### src/sv/assert_macros.svh
// Assertion helpers, included by the RTL that checks its own behavior.
`ifndef ASSERT_MACROS_SVH
`define ASSERT_MACROS_SVH

// Clocked property, disabled while reset is asserted.
`define ASSERT_CLK(lbl, prop, msg) \
	lbl: assert property (@(posedge clk) disable iff (!arst_n) prop) else $error(msg);

// Same-cycle implication between two conditions.
`define ASSERT_IMP(lbl, ante, cons, msg) \
	`ASSERT_CLK(lbl, (ante) |-> (cons), msg)

`endif

### src/sv/rtic_pkg.sv
`default_nettype none

package rtic_pkg;

	// Configuration register map.
	localparam int CFG_IDX_W = 8;
	typedef enum logic [CFG_IDX_W-1:0] {
		REG_ROW0_AB  = 8'd0,
		REG_ROW0_CD  = 8'd1,
		REG_ROW1_AB  = 8'd2,
		REG_ROW1_CD  = 8'd3,
		REG_ROW2_AB  = 8'd4,
		REG_ROW2_CD  = 8'd5,
		REG_NORMAL_XY = 8'd6,
		REG_NORMAL_Z = 8'd7
	} cfg_reg_t;

	// Pipeline depths.
	localparam int FPU_LAT   = 3;
	localparam int DIV_STEPS = 27;
	localparam int DIV_PAD   = 48 - DIV_STEPS - 1;
	localparam int DIV_LAT   = DIV_STEPS + 3;
	localparam int T_DZ      = 3 * FPU_LAT;
	localparam int T_OZ      = 4 * FPU_LAT;
	localparam int T_T       = T_OZ + DIV_LAT;
	localparam int T_F       = T_T + 8 * FPU_LAT;

	localparam logic [31:0] FP_ZERO = 32'h0000_0000;
	localparam logic [31:0] FP_ONE  = 32'h3F80_0000;
	localparam logic [31:0] FP_QNAN = 32'h7FC0_0000;

	typedef enum logic {
		FOP_ADD,
		FOP_MUL
	} fop_t;

	typedef struct packed {
		logic [31:0] origin_x;
		logic [31:0] origin_y;
		logic [31:0] origin_z;
		logic [31:0] dir_x;
		logic [31:0] dir_y;
		logic [31:0] dir_z;
		logic [31:0] t_max;
	} ray_req_t;

	typedef struct packed {
		logic        hit;
		logic [31:0] t_hit;
		logic [31:0] point_x;
		logic [31:0] point_y;
		logic [31:0] point_z;
		logic [31:0] bary_u;
		logic [31:0] bary_v;
		logic        back_face;
	} hit_rsp_t;

	// Unpacked operand: subnormals get exponent 1 and no hidden bit.
	typedef struct packed {
		logic        sign;
		logic        is_nan;
		logic        is_inf;
		logic        is_zero;
		logic [7:0]  exp;
		logic [23:0] mant;
	} fp_unp_t;

	// Unrounded result: value = sig * 2^(exp - 127 - 47).
	typedef struct packed {
		logic               sign;
		logic               is_nan;
		logic               is_inf;
		logic signed [10:0] exp;
		logic [47:0]        sig;
	} fp_raw_t;

	function automatic fp_unp_t fp_unpack(input logic [31:0] b);
		fp_unp_t r;
		r.sign    = b[31];
		r.is_nan  = (&b[30:23]) & (|b[22:0]);
		r.is_inf  = (&b[30:23]) & ~(|b[22:0]);
		r.is_zero = ~(|b[30:0]);
		r.exp     = (b[30:23] == 8'd0) ? 8'd1 : b[30:23];
		r.mant    = {|b[30:23], b[22:0]};
		return r;
	endfunction

	// Shift the leading one up to bit 47.
	function automatic fp_raw_t fp_normalize(input fp_raw_t a);
		fp_raw_t r;
		logic [5:0] lz;
		lz = 6'd0;
		for (int i = 0; i < 48; i++) begin
			if (a.sig[i]) lz = 6'(47 - i);
		end
		r = a;
		r.sig = a.sig << lz;
		r.exp = a.exp - $signed({5'b0, lz});
		return r;
	endfunction

	// Round to nearest even and pack, with gradual underflow.
	function automatic logic [31:0] fp_round(input fp_raw_t a);
		logic [95:0]        ext;
		logic [47:0]        s;
		logic signed [10:0] amt;
		logic [5:0]         sh;
		logic [23:0]        mant;
		logic               g;
		logic               st;
		logic               up;
		logic [24:0]        m25;
		logic signed [10:0] ef;
		logic [31:0]        r;
		ext = '0;
		s = a.sig;
		amt = 11'sd1 - a.exp;
		sh = (amt > 11'sd48) ? 6'd48 : amt[5:0];
		if (a.exp <= 11'sd0) begin
			ext = {a.sig, 48'b0} >> sh;
			s = {ext[95:49], ext[48] | (|ext[47:0])};
		end
		mant = s[47:24];
		g = s[23];
		st = |s[22:0];
		up = g & (st | mant[0]);
		m25 = {1'b0, mant} + {24'b0, up};
		ef = a.exp + $signed({10'b0, m25[24]});
		if (a.is_nan) begin
			r = FP_QNAN;
		end else if (a.is_inf) begin
			r = {a.sign, 8'hFF, 23'b0};
		end else if (a.sig == 48'd0) begin
			r = {a.sign, 31'b0};
		end else if (a.exp <= 11'sd0) begin
			r = {a.sign, 7'b0, m25[23], m25[22:0]};
		end else if (ef >= 11'sd255) begin
			r = {a.sign, 8'hFF, 23'b0};
		end else begin
			r = {a.sign, ef[7:0], m25[22:0]};
		end
		return r;
	endfunction

	// Ordered less-than; false whenever either side is NaN.
	function automatic logic fp_lt(input logic [31:0] a, input logic [31:0] b);
		logic r;
		if (((&a[30:23]) & (|a[22:0])) | ((&b[30:23]) & (|b[22:0]))) begin
			r = 1'b0;
		end else if ((a[30:0] == 31'd0) && (b[30:0] == 31'd0)) begin
			r = 1'b0;
		end else if (a[31] != b[31]) begin
			r = a[31];
		end else if (!a[31]) begin
			r = a[30:0] < b[30:0];
		end else begin
			r = a[30:0] > b[30:0];
		end
		return r;
	endfunction

endpackage

`default_nettype wire

### src/sv/rtic_fpu.sv
`default_nettype none

module rtic_fpu (
	input  logic              clk,
	input  rtic_pkg::fop_t    op,
	input  logic [31:0]       a,
	input  logic [31:0]       b,
	output logic [31:0]       y
);
	import rtic_pkg::*;

	fp_unp_t     ua;
	fp_unp_t     ub;
	fp_unp_t     ux;
	fp_unp_t     uy;
	logic [7:0]  dexp;
	logic [5:0]  dcl;
	logic [47:0] xs;
	logic [95:0] ext;
	logic [47:0] ys;
	logic [47:0] sum;
	fp_raw_t     raw_mul;
	fp_raw_t     raw_add;
	fp_raw_t     raw;
	fp_raw_t     raw_s1;
	fp_raw_t     norm_s2;
	logic [31:0] y_s3;

	// Multiply: full mantissa product, exponent sum.
	always_comb begin
		ua = fp_unpack(a);
		ub = fp_unpack(b);
		raw_mul.sign   = ua.sign ^ ub.sign;
		raw_mul.is_nan = ua.is_nan | ub.is_nan | (ua.is_inf & ub.is_zero) |
			(ub.is_inf & ua.is_zero);
		raw_mul.is_inf = ua.is_inf | ub.is_inf;
		raw_mul.exp    = $signed({3'b0, ua.exp}) + $signed({3'b0, ub.exp}) - 11'sd126;
		raw_mul.sig    = ua.mant * ub.mant;
	end

	// Add: order by magnitude, align the smaller operand with a sticky bit.
	always_comb begin
		if ({ua.exp, ua.mant} >= {ub.exp, ub.mant}) begin
			ux = ua;
			uy = ub;
		end else begin
			ux = ub;
			uy = ua;
		end
		dexp = ux.exp - uy.exp;
		dcl = (dexp > 8'd48) ? 6'd48 : dexp[5:0];
		xs = {1'b0, ux.mant, 23'b0};
		ext = {1'b0, uy.mant, 23'b0, 48'b0} >> dcl;
		ys = {ext[95:49], ext[48] | (|ext[47:0])};
		sum = (ux.sign == uy.sign) ? (xs + ys) : (xs - ys);
		raw_add.is_nan = ua.is_nan | ub.is_nan | (ua.is_inf & ub.is_inf & (ua.sign != ub.sign));
		raw_add.is_inf = ua.is_inf | ub.is_inf;
		if (ua.is_inf | ub.is_inf) begin
			raw_add.sign = ua.is_inf ? ua.sign : ub.sign;
		end else if (sum == 48'd0) begin
			raw_add.sign = ua.sign & ub.sign;
		end else begin
			raw_add.sign = ux.sign;
		end
		raw_add.exp = $signed({3'b0, ux.exp}) + 11'sd1;
		raw_add.sig = sum;
	end

	always_comb begin
		case (op)
			FOP_MUL: raw = raw_mul;
			FOP_ADD: raw = raw_add;
			default: raw = raw_add;
		endcase
	end

	// Three stages: core operation, normalize, round.
	always_ff @(posedge clk) begin
		raw_s1  <= raw;
		norm_s2 <= fp_normalize(raw_s1);
		y_s3    <= fp_round(norm_s2);
	end

	assign y = y_s3;

endmodule

`default_nettype wire

### config.mk
export PLATFORM = sky130hd
export DESIGN_NAME = rtic_fpu
export DESIGN_NICKNAME = d
export VERILOG_FILES = /design/src/sv/assert_macros.svh /design/src/sv/rtic_pkg.sv /design/src/sv/rtic_fpu.sv
export SDC_FILE = /design/constraint.sdc
export NUM_CORES = 2
export LEC_CHECK = 0
export ABC_CLOCK_PERIOD_IN_PS = 19850
export BUFFER_PORTS_ARGS = -buffer_cell sky130_fd_sc_hd__buf_4
export CELL_PAD_IN_SITES_DETAIL_PLACEMENT = 1
export CELL_PAD_IN_SITES_GLOBAL_PLACEMENT = 2
export CORE_MARGIN = 3
export CORE_UTILIZATION = 40
export DETAILED_ROUTE_END_ITERATION = 10
export PLACE_DENSITY = 0.93
export SLEW_MARGIN = 25
export SYNTH_ARGS = -nofsm -noshare
export SYNTH_HDL_FRONTEND = slang
export SYNTH_SLANG_ARGS = --single-unit
export TNS_END_PERCENT = 20
### constraint.sdc
create_clock -name clk -period 19.85 [get_ports clk]
set_clock_uncertainty 0.1 [all_clocks]
set_input_delay 3.97 -clock clk [delete_from_list [all_inputs] [get_ports clk]]
set_output_delay 3.97 -clock clk [all_outputs]
set_load 0.005 [all_outputs]
### Word level (Yosys, flattened, before mapping)

Cells that the tools add are included.

* register bits: 156
* input bits: 66
* output and inout bits: 32
* logic and storage cells: 139

* add/subtract/negate cells: 10
* multiply operators: 1
* order comparisons: 5
* equality and inequality tests: 2
* shifts and indexed selects: 3
* muxes and demuxes: 64
* bitwise operators: 24
* reductions and logical operators: 17

Operators by type and width (count)
* 2-to-1 mux 6 bit: 50
* one-hot mux 62 bit (2 select lines): 1
* logical NOT 48 bit: 2
* 2-to-1 mux 48 bit: 2
* OR reduction 48 bit: 2
* right shift 95 x 6 -> 96 bit: 1
* right shift 96 x 6 -> 96 bit: 1
* 2-to-1 mux 31 bit: 3
* 2-to-1 mux 36 bit: 2
* OR reduction 23 bit: 3
* OR reduction 31 bit: 2
* adder 47 x 48 -> 48 bit: 1
* multiplier 24 x 24 -> 48 bit: 1
* left shift 48 x 6 -> 48 bit: 1
* subtractor 47 x 48 -> 48 bit: 1
* >= comparator 32 bit: 1
* adder 24 x 1 -> 25 bit: 1
* 2-to-1 mux 23 bit: 1
* logical NOT 8 bit: 2
* 2-to-1 mux 8 bit: 2
* AND reduction 8 bit: 2
* OR reduction 8 bit: 2
* adder 11 x 2 -> 11 bit: 1
* >= comparator 11 x 9 -> 1 bit, second input constant: 1
* 18 further kinds: 40

### Logic depth before layout (Yosys ltp)

* word-level depth: 49
* mapped depth: 65
* mapped depth without buffers: 55

### Least setup slack after synthesis

Ideal clock, no wire load.

* path type: input-to-reg
* start point: input a[24]
* end point: register raw_s1[61] in the netlist's numbering
* library setup time: 138 ps
* arrival: 14976 ps
* required time: 19612 ps
* path slack: 4636 ps
* stages on the path: 61
* buffers on the path: 12
* path through: clkbuf_1 > nor4_1 > and2_1 > clkbuf_1 > inv_1 > clkbuf_1 > ha_1 > nor2b_1 > a221oi_1 > o21ai_1 > or2_1 > buf_2 > a21oi_4 > buf_2 > buf_2 > buf_1 > buf_1 > a22oi_1 > [... 25 more ...] > a21oi_1 > o21bai_1 > a21o_1 > a211o_1 > a2111oi_0 > nor4b_1 > or3_1 > nand2_1 > a221oi_1 > o21ai_0 > xor2_1 > nor3_1 > o2111ai_1 > nor4_1 > nand4_1 > o31a_1 > nor2_1 > o311ai_1

RTL lines
* start, declared: RTL line rtic_fpu.sv:6 `input logic [31:0] a,`
* end signal, assigned: RTL line rtic_fpu.sv:79 `raw_s1 <= raw;`
* end, declared: RTL line rtic_fpu.sv:25 `fp_raw_t raw_s1;`

==> flow_metrics.tcl <==
set metrics [dict create \
    status "completed" \
    synth-xor-area-share 0.0276 \
    fill_cells 11746 \
    hold_viol_final 0 \
    syn_area_per_cell_um2 7.67 \
    worstPathRequired_ns 20.05 \
    fin_setup_tns_ns 0 \
    insertion_delay_ns 0.44 \
    first_iter_violations 2835 \
    period_share 0.882 \
    cts_tree "yes" \
    ios 98 \
    cpPeakStageDelay_ns 0.74 \
    finalSetupViolCount 0 \
    grt_usage 0.299 \
    fp.coreArea_um2 95400 \
    root_buffer "clkbuf_16" \
    period_needed_ns 17.52 \
    drc 0 \
    crit_slowest_cell "inv_1" \
    synthTopCellsByArea "fa_1 25%, ha_1 10%, dfxtp_1 8.0%" \
    synth_simple_gate_area_share 0.223 \
    cts_resized 0 \
    final_nets 5753 \
    synth_top_family_by_area "adder cells" \
    synthArstFlopShare 0 \
    grt_setup_unrepaired "false" \
    max-slew-margin-rel 0.221 \
    cap_violations 0 \
    dr.pass1.iters 5 \
    clk_pin_slew_ns 0.07 \
    critPathKind "in2reg" \
    yosys-mux-area-fraction 0.0627 \
    synth_edf_count 0 \
    min_path_type "reg2reg" \
    row_count 113 \
    endpoint_kind "flip-flop" \
    synth_cell_types 122 \
    drive_above_1_share 0.0611 \
    start_util 0.406 \
    ctsHtreeMaxLevel 4 \
    cts_setup_buffers 0 \
    die_area_um2 101000 \
    synth_compound_area_frac 0.160 \
    fmax_mhz 57.1 \
    crit_arrival_ns 17.72 \
    cts_made_buffers 17 \
    diodes 0 \
    cts_hold_buf 0 \
    grt_max_degree 66 \
    worst_pin_slew_ns 1.16 \
    antenna_left 0 \
    ys_seq_area_frac 0.0802 \
    syn2layout_area_growth_pct 5.37 \
    vias_per_cell 5.92 \
    critPathMaxFanout 62 \
    die_y_um 317 \
    ys_ff_latch 155 \
    antenna_found_initial 5 \
    cp-start-kind "primary input" \
    cts.path.max_buffers 2 \
    synthCells 5044 \
    synth.largest_area_cell "fa_1" \
    ys.warnings.count 0 \
    gr-total-overflow 0 \
    grt_pass1_vias 38446 \
    synth_top_area_frac 0.251 \
    wl_per_cell_um 24.6 \
    syn_nets 5903 \
    hpwl_um 120000 \
    place_congestion 0.980 \
    vias 36568 \
    syn_area_um2 38700 \
    post-synth-top-count-cell "nand2_1" \
    synth_adder_area_share 0.350 \
    port_buffers 97 \
    postLayoutCoreUtil 0.427 \
    synthTopCellsByCount "770 x nand2_1, 653 x inv_1, 485 x fa_1, 361 x nor2_1, 308 x ha_1" \
    clock_sinks 155 \
    synth_ff_type "dfxtp_1" \
    drv_slew 0 \
    cp_common_cell "a21oi_1" \
    die_w_um 317 \
    wirelength_um 152000 \
    grt_pass1_wl_um 232000 \
]
==> layout make-up <==
| cell class | instances | area [um^2] | share of cell area |
|---|---|---|---|
| tap | 1265 | 1580 | 0.0388 |
| multi-input combinational | 3916 | 31900 | 0.783 |
| timing repair buffer | 147 | 1100 | 0.0270 |
| inverter | 657 | 2470 | 0.0605 |
| clock buffer | 19 | 443 | 0.0109 |
| sequential | 155 | 3100 | 0.0761 |
| clock inverter | 13 | 144 | 0.00353 |
==> final timing paths <==
check,from,endpoint,slack (ns),depth (start not counted)
setup / recovery,a[24],raw_s1[61]$_DFF_P_,2.33,55
hold / removal,raw_s1[60]$_DFF_P_,norm_s2[60]$_DFF_P_,0.23,0
setup reg to reg,norm_s2[49]$_DFF_P_,y[22]$_SDFF_PP1_,11.10,35
hold reg to reg,raw_s1[60]$_DFF_P_,norm_s2[60]$_DFF_P_,0.23,0
==> cell usage in the layout (no fill, tap or decap), types with 16 or more instances in the layout <==
cell       count
fa_1         485
and2_1       183
inv_1        653
nand3_1       82
or3_1         35
mux2i_1      207
mux2_2        24
clkbuf_16     17
o21bai_1      40
and3_1        43
o21a_1        16
nand2b_1      39
nand4_1       36
o22ai_1       37
xor2_1        34
a21oi_1      251
o31ai_1       26
o21ai_0      219
a21o_1        32
or2_2         18
a211oi_1      35
o211ai_1      27
a211o_1       20
buf_4        146
nand2_1      769
a31oi_1       32
ha_1         306
xnor2_1       83
dfxtp_1      155
nor4_1        53
nor2_1       359
nor3_1       115
a22oi_1       21
==> worst max-delay path, delay by kind of cell <==
family | cells | cell delay (ns)
AO/OA/AOI/OAI | 23 | 5.43
XOR/XNOR | 1 | 0.14
adder cells (fa/ha/maj) | 3 | 1.21
buffers and inverters | 5 | 1.81
AND/OR/NAND/NOR | 23 | 5.09
==> registers in the layout, indices dropped and copies added (netlist names) <==
name	flops
raw_s1	61
y	32
norm_s2	62
==> layer usage <==
metal,share of wire,up-vias,track usage
met5,0.00017,-,0
li1,-,16454,-
met4,0.039,4,0.110
met2,0.48,1235,0.505
met1,0.43,18608,0.397
met3,0.056,267,0.0297
==> metrics by stage <==
step / hold slack (ns) / cell area [um^2] / cells / setup WS, ns
6_report: 0.234 / 40800 / 6172 / 2.33
2_1_floorplan: 0.210 / 38700 / 5044 / 4.64
4_1_cts: 0.237 / 40800 / 6171 / 2.80
5_1_grt: 0.250 / 40800 / 6172 / 1.52
3_3_place_gp: 0.213 / 40200 / 6139 / 2.67
3_5_place_dp: 0.222 / 40200 / 6139 / 2.39
==> cells by family after synthesis <==
| family | after synthesis |
|---|---|
| flip-flops | 155 |
| AO/OA/AOI/OAI | 940 |
| adder cells (fa/ha/maj) | 793 |
| XOR/XNOR | 119 |
| AND/OR/NAND/NOR | 1828 |
| buffers and inverters | 973 |
| multiplexers | 236 |
Power is not shown: default switching activity piles up to over one toggle a cycle in this logic, so the estimate is an artifact.
