[src/sv/assert_macros.svh]
// Assertion helpers, included by the RTL that checks its own behavior.
`ifndef ASSERT_MACROS_SVH
`define ASSERT_MACROS_SVH

// Clocked property, disabled while reset is asserted.
`define ASSERT_CLK(lbl, prop, msg) \
	lbl: assert property (@(posedge clk) disable iff (!arst_n) prop) else $error(msg);

// Same-cycle implication between two conditions.
`define ASSERT_IMP(lbl, ante, cons, msg) \
	`ASSERT_CLK(lbl, (ante) |-> (cons), msg)

`endif

[src/sv/rtic_pkg.sv]
`default_nettype none

package rtic_pkg;

	// Configuration register map.
	localparam int CFG_IDX_W = 8;
	typedef enum logic [CFG_IDX_W-1:0] {
		REG_ROW0_AB  = 8'd0,
		REG_ROW0_CD  = 8'd1,
		REG_ROW1_AB  = 8'd2,
		REG_ROW1_CD  = 8'd3,
		REG_ROW2_AB  = 8'd4,
		REG_ROW2_CD  = 8'd5,
		REG_NORMAL_XY = 8'd6,
		REG_NORMAL_Z = 8'd7
	} cfg_reg_t;

	// Pipeline depths.
	localparam int FPU_LAT   = 3;
	localparam int DIV_STEPS = 27;
	localparam int DIV_PAD   = 48 - DIV_STEPS - 1;
	localparam int DIV_LAT   = DIV_STEPS + 3;
	localparam int T_DZ      = 3 * FPU_LAT;
	localparam int T_OZ      = 4 * FPU_LAT;
	localparam int T_T       = T_OZ + DIV_LAT;
	localparam int T_F       = T_T + 8 * FPU_LAT;

	localparam logic [31:0] FP_ZERO = 32'h0000_0000;
	localparam logic [31:0] FP_ONE  = 32'h3F80_0000;
	localparam logic [31:0] FP_QNAN = 32'h7FC0_0000;

	typedef enum logic {
		FOP_ADD,
		FOP_MUL
	} fop_t;

	typedef struct packed {
		logic [31:0] origin_x;
		logic [31:0] origin_y;
		logic [31:0] origin_z;
		logic [31:0] dir_x;
		logic [31:0] dir_y;
		logic [31:0] dir_z;
		logic [31:0] t_max;
	} ray_req_t;

	typedef struct packed {
		logic        hit;
		logic [31:0] t_hit;
		logic [31:0] point_x;
		logic [31:0] point_y;
		logic [31:0] point_z;
		logic [31:0] bary_u;
		logic [31:0] bary_v;
		logic        back_face;
	} hit_rsp_t;

	// Unpacked operand: subnormals get exponent 1 and no hidden bit.
	typedef struct packed {
		logic        sign;
		logic        is_nan;
		logic        is_inf;
		logic        is_zero;
		logic [7:0]  exp;
		logic [23:0] mant;
	} fp_unp_t;

	// Unrounded result: value = sig * 2^(exp - 127 - 47).
	typedef struct packed {
		logic               sign;
		logic               is_nan;
		logic               is_inf;
		logic signed [10:0] exp;
		logic [47:0]        sig;
	} fp_raw_t;

	function automatic fp_unp_t fp_unpack(input logic [31:0] b);
		fp_unp_t r;
		r.sign    = b[31];
		r.is_nan  = (&b[30:23]) & (|b[22:0]);
		r.is_inf  = (&b[30:23]) & ~(|b[22:0]);
		r.is_zero = ~(|b[30:0]);
		r.exp     = (b[30:23] == 8'd0) ? 8'd1 : b[30:23];
		r.mant    = {|b[30:23], b[22:0]};
		return r;
	endfunction

	// Shift the leading one up to bit 47.
	function automatic fp_raw_t fp_normalize(input fp_raw_t a);
		fp_raw_t r;
		logic [5:0] lz;
		lz = 6'd0;
		for (int i = 0; i < 48; i++) begin
			if (a.sig[i]) lz = 6'(47 - i);
		end
		r = a;
		r.sig = a.sig << lz;
		r.exp = a.exp - $signed({5'b0, lz});
		return r;
	endfunction

	// Round to nearest even and pack, with gradual underflow.
	function automatic logic [31:0] fp_round(input fp_raw_t a);
		logic [95:0]        ext;
		logic [47:0]        s;
		logic signed [10:0] amt;
		logic [5:0]         sh;
		logic [23:0]        mant;
		logic               g;
		logic               st;
		logic               up;
		logic [24:0]        m25;
		logic signed [10:0] ef;
		logic [31:0]        r;
		ext = '0;
		s = a.sig;
		amt = 11'sd1 - a.exp;
		sh = (amt > 11'sd48) ? 6'd48 : amt[5:0];
		if (a.exp <= 11'sd0) begin
			ext = {a.sig, 48'b0} >> sh;
			s = {ext[95:49], ext[48] | (|ext[47:0])};
		end
		mant = s[47:24];
		g = s[23];
		st = |s[22:0];
		up = g & (st | mant[0]);
		m25 = {1'b0, mant} + {24'b0, up};
		ef = a.exp + $signed({10'b0, m25[24]});
		if (a.is_nan) begin
			r = FP_QNAN;
		end else if (a.is_inf) begin
			r = {a.sign, 8'hFF, 23'b0};
		end else if (a.sig == 48'd0) begin
			r = {a.sign, 31'b0};
		end else if (a.exp <= 11'sd0) begin
			r = {a.sign, 7'b0, m25[23], m25[22:0]};
		end else if (ef >= 11'sd255) begin
			r = {a.sign, 8'hFF, 23'b0};
		end else begin
			r = {a.sign, ef[7:0], m25[22:0]};
		end
		return r;
	endfunction

	// Ordered less-than; false whenever either side is NaN.
	function automatic logic fp_lt(input logic [31:0] a, input logic [31:0] b);
		logic r;
		if (((&a[30:23]) & (|a[22:0])) | ((&b[30:23]) & (|b[22:0]))) begin
			r = 1'b0;
		end else if ((a[30:0] == 31'd0) && (b[30:0] == 31'd0)) begin
			r = 1'b0;
		end else if (a[31] != b[31]) begin
			r = a[31];
		end else if (!a[31]) begin
			r = a[30:0] < b[30:0];
		end else begin
			r = a[30:0] > b[30:0];
		end
		return r;
	endfunction

endpackage

`default_nettype wire

[src/sv/rtic_fdiv.sv]
`default_nettype none

module rtic_fdiv (
	input  logic        clk,
	input  logic [31:0] a,
	input  logic [31:0] b,
	output logic [31:0] y
);
	import rtic_pkg::*;

	typedef struct packed {
		logic               sign;
		logic               is_nan;
		logic               is_inf;
		logic               is_zero;
		logic signed [10:0] exp;
	} div_meta_t;

	fp_unp_t                ua;
	fp_unp_t                ub;
	logic [4:0]             lza;
	logic [4:0]             lzb;
	div_meta_t              meta_s [DIV_STEPS+1];
	logic [24:0]            rem_s  [DIV_STEPS+1];
	logic [23:0]            dvs_s  [DIV_STEPS+1];
	logic [DIV_STEPS-1:0]   quo_s  [DIV_STEPS+1];
	logic                   ge     [DIV_STEPS];
	logic [24:0]            dif    [DIV_STEPS];
	fp_raw_t                raw;
	fp_raw_t                norm_s;
	logic [31:0]            y_s;

	// Unpack and bring subnormal mantissas up to a leading one.
	always_comb begin
		ua = fp_unpack(a);
		ub = fp_unpack(b);
		lza = 5'd0;
		lzb = 5'd0;
		for (int i = 0; i < 24; i++) begin
			if (ua.mant[i]) lza = 5'(23 - i);
			if (ub.mant[i]) lzb = 5'(23 - i);
		end
	end

	// One restoring quotient bit per stage.
	always_comb begin
		for (int k = 0; k < DIV_STEPS; k++) begin
			ge[k]  = rem_s[k] >= {1'b0, dvs_s[k]};
			dif[k] = ge[k] ? (rem_s[k] - {1'b0, dvs_s[k]}) : rem_s[k];
		end
	end

	always_ff @(posedge clk) begin
		meta_s[0].sign    <= ua.sign ^ ub.sign;
		meta_s[0].is_nan  <= ua.is_nan | ub.is_nan | (ua.is_zero & ub.is_zero) |
			(ua.is_inf & ub.is_inf);
		meta_s[0].is_inf  <= ua.is_inf | ub.is_zero;
		meta_s[0].is_zero <= ua.is_zero | ub.is_inf;
		meta_s[0].exp     <= $signed({3'b0, ua.exp}) - $signed({6'b0, lza}) -
			$signed({3'b0, ub.exp}) + $signed({6'b0, lzb}) + 11'sd127;
		rem_s[0] <= {1'b0, ua.mant << lza};
		dvs_s[0] <= ub.mant << lzb;
		quo_s[0] <= '0;
		for (int k = 0; k < DIV_STEPS; k++) begin
			meta_s[k+1] <= meta_s[k];
			dvs_s[k+1]  <= dvs_s[k];
			rem_s[k+1]  <= {dif[k][23:0], 1'b0};
			quo_s[k+1]  <= {quo_s[k][DIV_STEPS-2:0], ge[k]};
		end
		norm_s <= fp_normalize(raw);
		y_s    <= fp_round(norm_s);
	end

	// Quotient bits on top, remainder as sticky below them.
	always_comb begin
		raw.sign   = meta_s[DIV_STEPS].sign;
		raw.is_nan = meta_s[DIV_STEPS].is_nan;
		raw.is_inf = meta_s[DIV_STEPS].is_inf;
		raw.exp    = meta_s[DIV_STEPS].exp;
		raw.sig    = meta_s[DIV_STEPS].is_zero ? 48'd0 :
			{quo_s[DIV_STEPS], |rem_s[DIV_STEPS], {DIV_PAD{1'b0}}};
	end

	assign y = y_s;

endmodule

`default_nettype wire

[config.mk]
export PLATFORM = sky130hd
export DESIGN_NAME = rtic_fdiv
export DESIGN_NICKNAME = d
export VERILOG_FILES = /design/src/sv/assert_macros.svh /design/src/sv/rtic_pkg.sv /design/src/sv/rtic_fdiv.sv
export SDC_FILE = /design/constraint.sdc
export NUM_CORES = 2
export LEC_CHECK = 0
export ABC_AREA = 1
export BUFFER_PORTS_ARGS = -buffer_cell sky130_fd_sc_hd__buf_4
export CAP_MARGIN = 20
export CORE_ASPECT_RATIO = 0.8
export CORE_UTILIZATION = 47
export CTS_BUF_LIST = sky130_fd_sc_hd__clkbuf_2 sky130_fd_sc_hd__clkbuf_4 sky130_fd_sc_hd__clkbuf_8
export DETAILED_ROUTE_END_ITERATION = 6
export SLEW_MARGIN = 5
export SYNTH_ARGS = -nofsm -noshare
export SYNTH_HDL_FRONTEND = slang
export SYNTH_SLANG_ARGS = --single-unit
[constraint.sdc]
create_clock -name clk -period 8.3 [get_ports clk]
set_input_delay 1.66 -clock clk [delete_from_list [all_inputs] [get_ports clk]]
set_output_delay 1.66 -clock clk [all_outputs]
set_load 0.05 [all_outputs]
# Yosys cells after proc, flatten, opt, wreduce, memory -nomap -nowiden
# Memories as Yosys holds them, arrays and structs flattened.
# Index checks and enable logic that the tools add are counted.
# word_totals
ff_bits,94
ram_bits,2548
output_inout_bits,32
elab_cells,248
mem_count,4
# classes
add_sub_neg,35
magnitude_cmp,30
n_shift,4
mux,132
bitwise_logic,19
reduce_logical,16
# mem_list
name,depth,width,read_ports,rd_ports_with_merged_regs,write_ports,line_no,source
quo_s,28,27,28,0,28,rtic_fdiv.sv:26,logic [DIV_STEPS-1:0] quo_s [DIV_STEPS+1];
rem_s,28,25,28,0,28,rtic_fdiv.sv:24,logic [24:0] rem_s [DIV_STEPS+1];
dvs_s,28,24,27,0,28,rtic_fdiv.sv:25,logic [23:0] dvs_s [DIV_STEPS+1];
meta_s,28,15,28,0,28,rtic_fdiv.sv:23,div_meta_t meta_s [DIV_STEPS+1];
# ops
cell,count
25-bit by 24-bit >= comparator with 1-bit output,27
24-bit two-way mux,27
24-bit subtractor,27
6-bit two-way mux,49
5-bit two-way mux,48
48-bit two-way mux,2
96-bit by 6-bit right shift with 96-bit output,1
31-bit two-way mux,3
23-bit OR reduction,3
31-bit OR reduction,2
48-bit logical NOT,1
48-bit OR reduction,1
24-bit by 5-bit << shifter with 24-bit output,2
48-bit by 6-bit << shifter with 48-bit output,1
24-bit by 1-bit adder with 25-bit output,1
25-bit OR reduction,1
23-bit two-way mux,1
8-bit logical NOT,2
8-bit two-way mux,2
8-bit AND reduction,2
8-bit OR reduction,2
10-bit by 6-bit adder with 11-bit output,1
11-bit by 2-bit adder with 11-bit output,1
"11-bit by 8-bit adder with 11-bit output, second input constant",1
other kinds (13),28

# Logic depth before layout (Yosys ltp)
# An unclocked memory read counts as a cell.
# depth
depth_word,52
depth_mapped,48
depth_no_buf,46

# Worst setup path after synthesis
# OpenSTA, ideal clock, no wires.
# synth_path
path_kind,input-to-reg
from,input a[28]
to,memory meta_s[0][10] in the netlist's numbering
setup_ps,70
arrival_ps,5727
setup_slack_ps,2503
path_stages,23
path_buffers,1
cell_sequence,nor2_1 nand2_1 nor2_1 inv_1 nor3_1 clkinv_1 clkbuf_1 ha_1 nand3b_1 and2_0 xor2_1 fa_1 inv_1 ha_1 a21oi_1 inv_1 a21oi_1 nor2_1 nor2_1 inv_1 a21oi_1 inv_1 a21oi_1
# synth_rtl
item,line_no,source
"start, declared",rtic_fdiv.sv:5,"input logic [31:0] a,"
"end, declared",rtic_fdiv.sv:23,

# Worst setup path after layout
# layout_path
from,register norm_s[49] in the netlist's numbering
to,register y_s[20] (netlist: y[20])
# layout_between
elab_chain_cells,15
word_cells_on_any_way,16
# layout_rtl
item,line_no,source
"start, declared",rtic_fdiv.sv:30,fp_raw_t norm_s;
"start signal, assigned",rtic_fdiv.sv:70,norm_s <= fp_normalize(raw);
2-bit by 11-bit subtractor with 11-bit output,rtic_pkg.sv:117,amt = 11'sd1 - a.exp;
11-bit by 7-bit greater-than comparator with 1-bit output,rtic_pkg.sv:118,sh = (amt > 11'sd48) ? 6'd48 : amt[5:0];
6-bit two-way mux,rtic_pkg.sv:118,
96-bit by 6-bit right shift with 96-bit output,rtic_pkg.sv:120,"ext = {a.sig, 48'b0} >> sh;"
48-bit OR reduction,rtic_pkg.sv:121,"s = {ext[95:49], ext[48] | (|ext[47:0])};"
1-bit bitwise OR,rtic_pkg.sv:121,
48-bit two-way mux,rtic_pkg.sv:119,if (a.exp <= 11'sd0) begin
23-bit OR reduction,rtic_pkg.sv:125,st = |s[22:0];
1-bit bitwise OR,rtic_pkg.sv:126,up = g & (st | mant[0]);
1-bit bitwise AND,rtic_pkg.sv:126,
24-bit by 1-bit adder with 25-bit output,rtic_pkg.sv:127,"m25 = {1'b0, mant} + {24'b0, up};"
11-bit by 2-bit adder with 11-bit output,rtic_pkg.sv:128,"ef = a.exp + $signed({10'b0, m25[24]});"
11-bit by 9-bit >= comparator with 1-bit output,rtic_pkg.sv:137,end else if (ef >= 11'sd255) begin
31-bit two-way mux,rtic_pkg.sv:137,
31-bit two-way mux *,rtic_pkg.sv:135,end else if (a.exp <= 11'sd0) begin
"end signal, assigned",rtic_fdiv.sv:71,y_s <= fp_round(norm_s);
"end, declared",rtic_fdiv.sv:31,logic [31:0] y_s;
# Every way passes the cells marked *; elsewhere a longest branch is shown, timed or not.
# A chain may end at the register's enable or synchronous reset.

==> impl_metrics.yaml <==
floorplanning:
  num_rows: 140
  initial_utilization_pct: 47.6
  die_w_um: 483
  die_h_um: 387
  ios: 97
  core-area_um2: 183000
  dieArea_um2: 187000
synth:
  syn_area_um2: 87000
  yosysWarnings: 0
  syn_nets: 10700
  synth_flop_cell: "dfxtp_1"
  synth_edf_count: 0
  yosys.cell_types.count: 76
  synth-async-reset-ratio_pct: 0
  synth_seq_cells: 2192
  synth_cells: 9885
  syn_area_per_cell_um2: 8.81
  ys_seq_area_share_pct: 50.4
route:
  ant_nets: 0
  routedWlPerCell_um: 15.6
  drc_errors: 0
  via_count: 63600
  wirelength_um: 200000
  routed_via_density: 4.97
  first_pass_iters: 6
  drt-initial-drc-count: 4459
placed_design:
  hpwl_um: 154000
  io_buffers: 96
  place_inst: 12200
  gp_congestion: 0.875
worst_hold_path:
  hold_class: "reg2reg"
timing:
  rsz0062_at_grt: "no"
  setup_viol: 0
  slew_headroom_pct: 26.0
  period_minus_slack_ns: 7.31
  fin_tns_setup_ns: 0
  worst_pin_slew_ns: 1.10
  hold_slack_ns: 0.287
  slew_violations: 0
  hold_viol: 0
  fin_crit_sh_pct: 88.0
  max_freq_ghz: 0.137
  clock-skew-final_ns: 0.0567
pwr:
  pwr-share-comb_pct: 41.8
  p_sw_uw: 16700
  p_leak_uw: 0.0463
  p_per_area_nw_per_um2: 441
  p_int_uw: 26300
  switching_share_pct: 38.9
  clock_power_share_pct: 21.6
  p_seq_share_pct: 36.5
  ir_drop_mv: 0.206
clock_tree:
  cts_root_buf: "clkbuf_8"
  hold_buffers: 0
  clockBufferDepth: 4
  clkSlewWorstSetupHoldPaths_ns: 0.06
  cts_tree: "done"
  clock_latency_ns: 1.03
  numCtsBuffers: 342
  cts_max_level: 5
  cts_sinks: 2192
setup_path:
  arrival_ns: 8.22
  slowest_delay_ns: 0.49
  crit_type: "reg2reg"
  cpMostUsedCell: "nand2_1"
  slowest_stage: "dfxtp_1"
  cp_max_fo: 29
  cp-start-kind: "register"
  cp.required_ns: 9.21
  endpoint_kind: "register"
cells_and_area:
  register_area_um2: 43900
  drive_above_1_share_pct: 7.62
  nNetsFinal: 10900
  final_util_pct: 53.2
  finalNonFillerCells: 12800
  num-fill-cells: 17000
  multiInputGateArea_um2: 37700
  area_growth_pct: 12.0
  final_common_cell: "dfxtp_1"
  final_cell_mix: "2,192 x dfxtp_1, 1,516 x nand2_1, 1,214 x inv_1, 1,057 x a21oi_1, 823 x nor2_1"
global_routing:
  grt_pass1_wl_um: 319000
  grt_usage_pct: 21.0
  grt.overflow.total: 0
  antenna_found_initial: 6
  grt_pass1_vias: 60800
  grt_max_degree: 50
run_status:
  status: "completed"
run:
  cap_viol_max_count: 0
## flip-flops by register name, indices dropped and copies added, names as in the netlist
name and cells:
dvs_s 648, meta_s 420, norm_s 42, quo_s 378, rem_s 672, y 32
## power groups by stage
stage,registers (uW),clock network (uW),logic (uW)
detailed placement,16000,0,17800
finish,15700,9290,18000
global placement,15900,0,17600
CTS,15800,9600,17900
floorplan,15400,0,13800
global route,16000,10100,20300
## layout make-up
| class | count | share of cell area (%) |
|---|---|---|
| multi-input combinational | 6248 | 38.7 |
| timing repair buffer | 146 | 1.19 |
| tap | 2414 | 3.10 |
| antenna | 9 | 0.0231 |
| inverter | 1228 | 4.74 |
| clock buffer | 494 | 6.41 |
| clock inverter | 73 | 0.853 |
| sequential | 2192 | 45.0 |
## metal layers
metal / track usage [%] / up-vias / part of all wire [%]
li1: - / 32900 / -
met1: 29.6 / 29200 / 50
met2: 33.0 / 1239 / 44
met3: 3.79 / 281 / 4.8
met4: 5.07 / 0 / 1.7
met5: 0 / - / 0
## synth_stat cells (8+ instances only)
cell | number | area (um2)
a211oi_1 | 50 | 375
dfxtp_1 | 2192 | 43900
xnor2_1 | 399 | 3490
nand4_1 | 99 | 619
o21ai_0 | 412 | 2060
mux2i_1 | 11 | 110
inv_1 | 1214 | 4560
a311oi_1 | 8 | 70.1
o21ai_1 | 58 | 290
nor2_2 | 10 | 62.6
nor3_1 | 54 | 270
o211ai_1 | 25 | 188
nand2_1 | 1516 | 5690
nor4_1 | 47 | 294
o21bai_1 | 37 | 278
o21ai_2 | 9 | 78.8
a21oi_1 | 1059 | 5300
o22ai_1 | 9 | 56.3
a31oi_1 | 30 | 188
nand3_1 | 479 | 2400
a221o_1 | 28 | 280
o221ai_1 | 16 | 140
o31ai_1 | 20 | 150
inv_2 | 9 | 33.8
buf_2 | 69 | 345
fa_1 | 34 | 681
buf_1 | 10 | 37.5
xor2_1 | 219 | 1920
ha_1 | 673 | 8420
nor2_1 | 825 | 3100
clkbuf_1 | 130 | 488
## cells by family (layout without fill, tap and decap cells)
group	count (synthesis)	count (layout)	synth area share [%]
AOI/OAI and AO/OA	1826	1826	11.6
xor gates and xnor gates	619	619	6.24
adders and majority gates	707	707	10.5
buffers and inverters	1445	1941	6.39
DFF	2192	2192	50.4
muxes	11	11	0.126
other	1	10	0.00431
and+or+nand+nor	3084	3084	14.8
## worst max-delay path: cells and delay by family, from the launching register on
family,cells,cell delay [ns]
buffers and inverters,6,1.13
adder cells (fa/ha/maj),4,0.94
multiplexers,1,0.15
XOR/XNOR,1,0.14
AND/OR/NAND/NOR,22,2.94
AO/OA/AOI/OAI,10,1.44
flip-flops,1,0.49
## metrics by stage
step	cell area (um2)	power, uW	worst slack [ns]
CTS	97300	43300	0.697
finish	97500	43000	0.992
detailed placement	90300	33800	0.734
global placement	90300	33500	0.628
floorplan	87000	29200	2.50
global route	97400	46500	0.0436
## worst paths after layout
| path | depth (start not counted) | slack, ns | from | endpoint |
|---|---|---|---|---|
| setup / recovery | 44 | 0.99 | norm_s[49] | y[20] |
| hold / removal | 0 | 0.29 | meta_s[1][4] | meta_s[1][19] |
| setup reg to reg | 44 | 0.99 | norm_s[49] | y[20] |
| hold reg to reg | 0 | 0.29 | meta_s[1][4] | meta_s[1][19] |
## repair_timing
| item | CTS | global route |
|---|---|---|
| gates resized for setup | 0 | 3 |
| buffers inserted | 0 | 0 |
| endpoints found under the hold margin | 0 | 0 |
| setup endpoints to repair | 0 | 11 |
No activity file was read; power rests on OpenSTA's default activity.
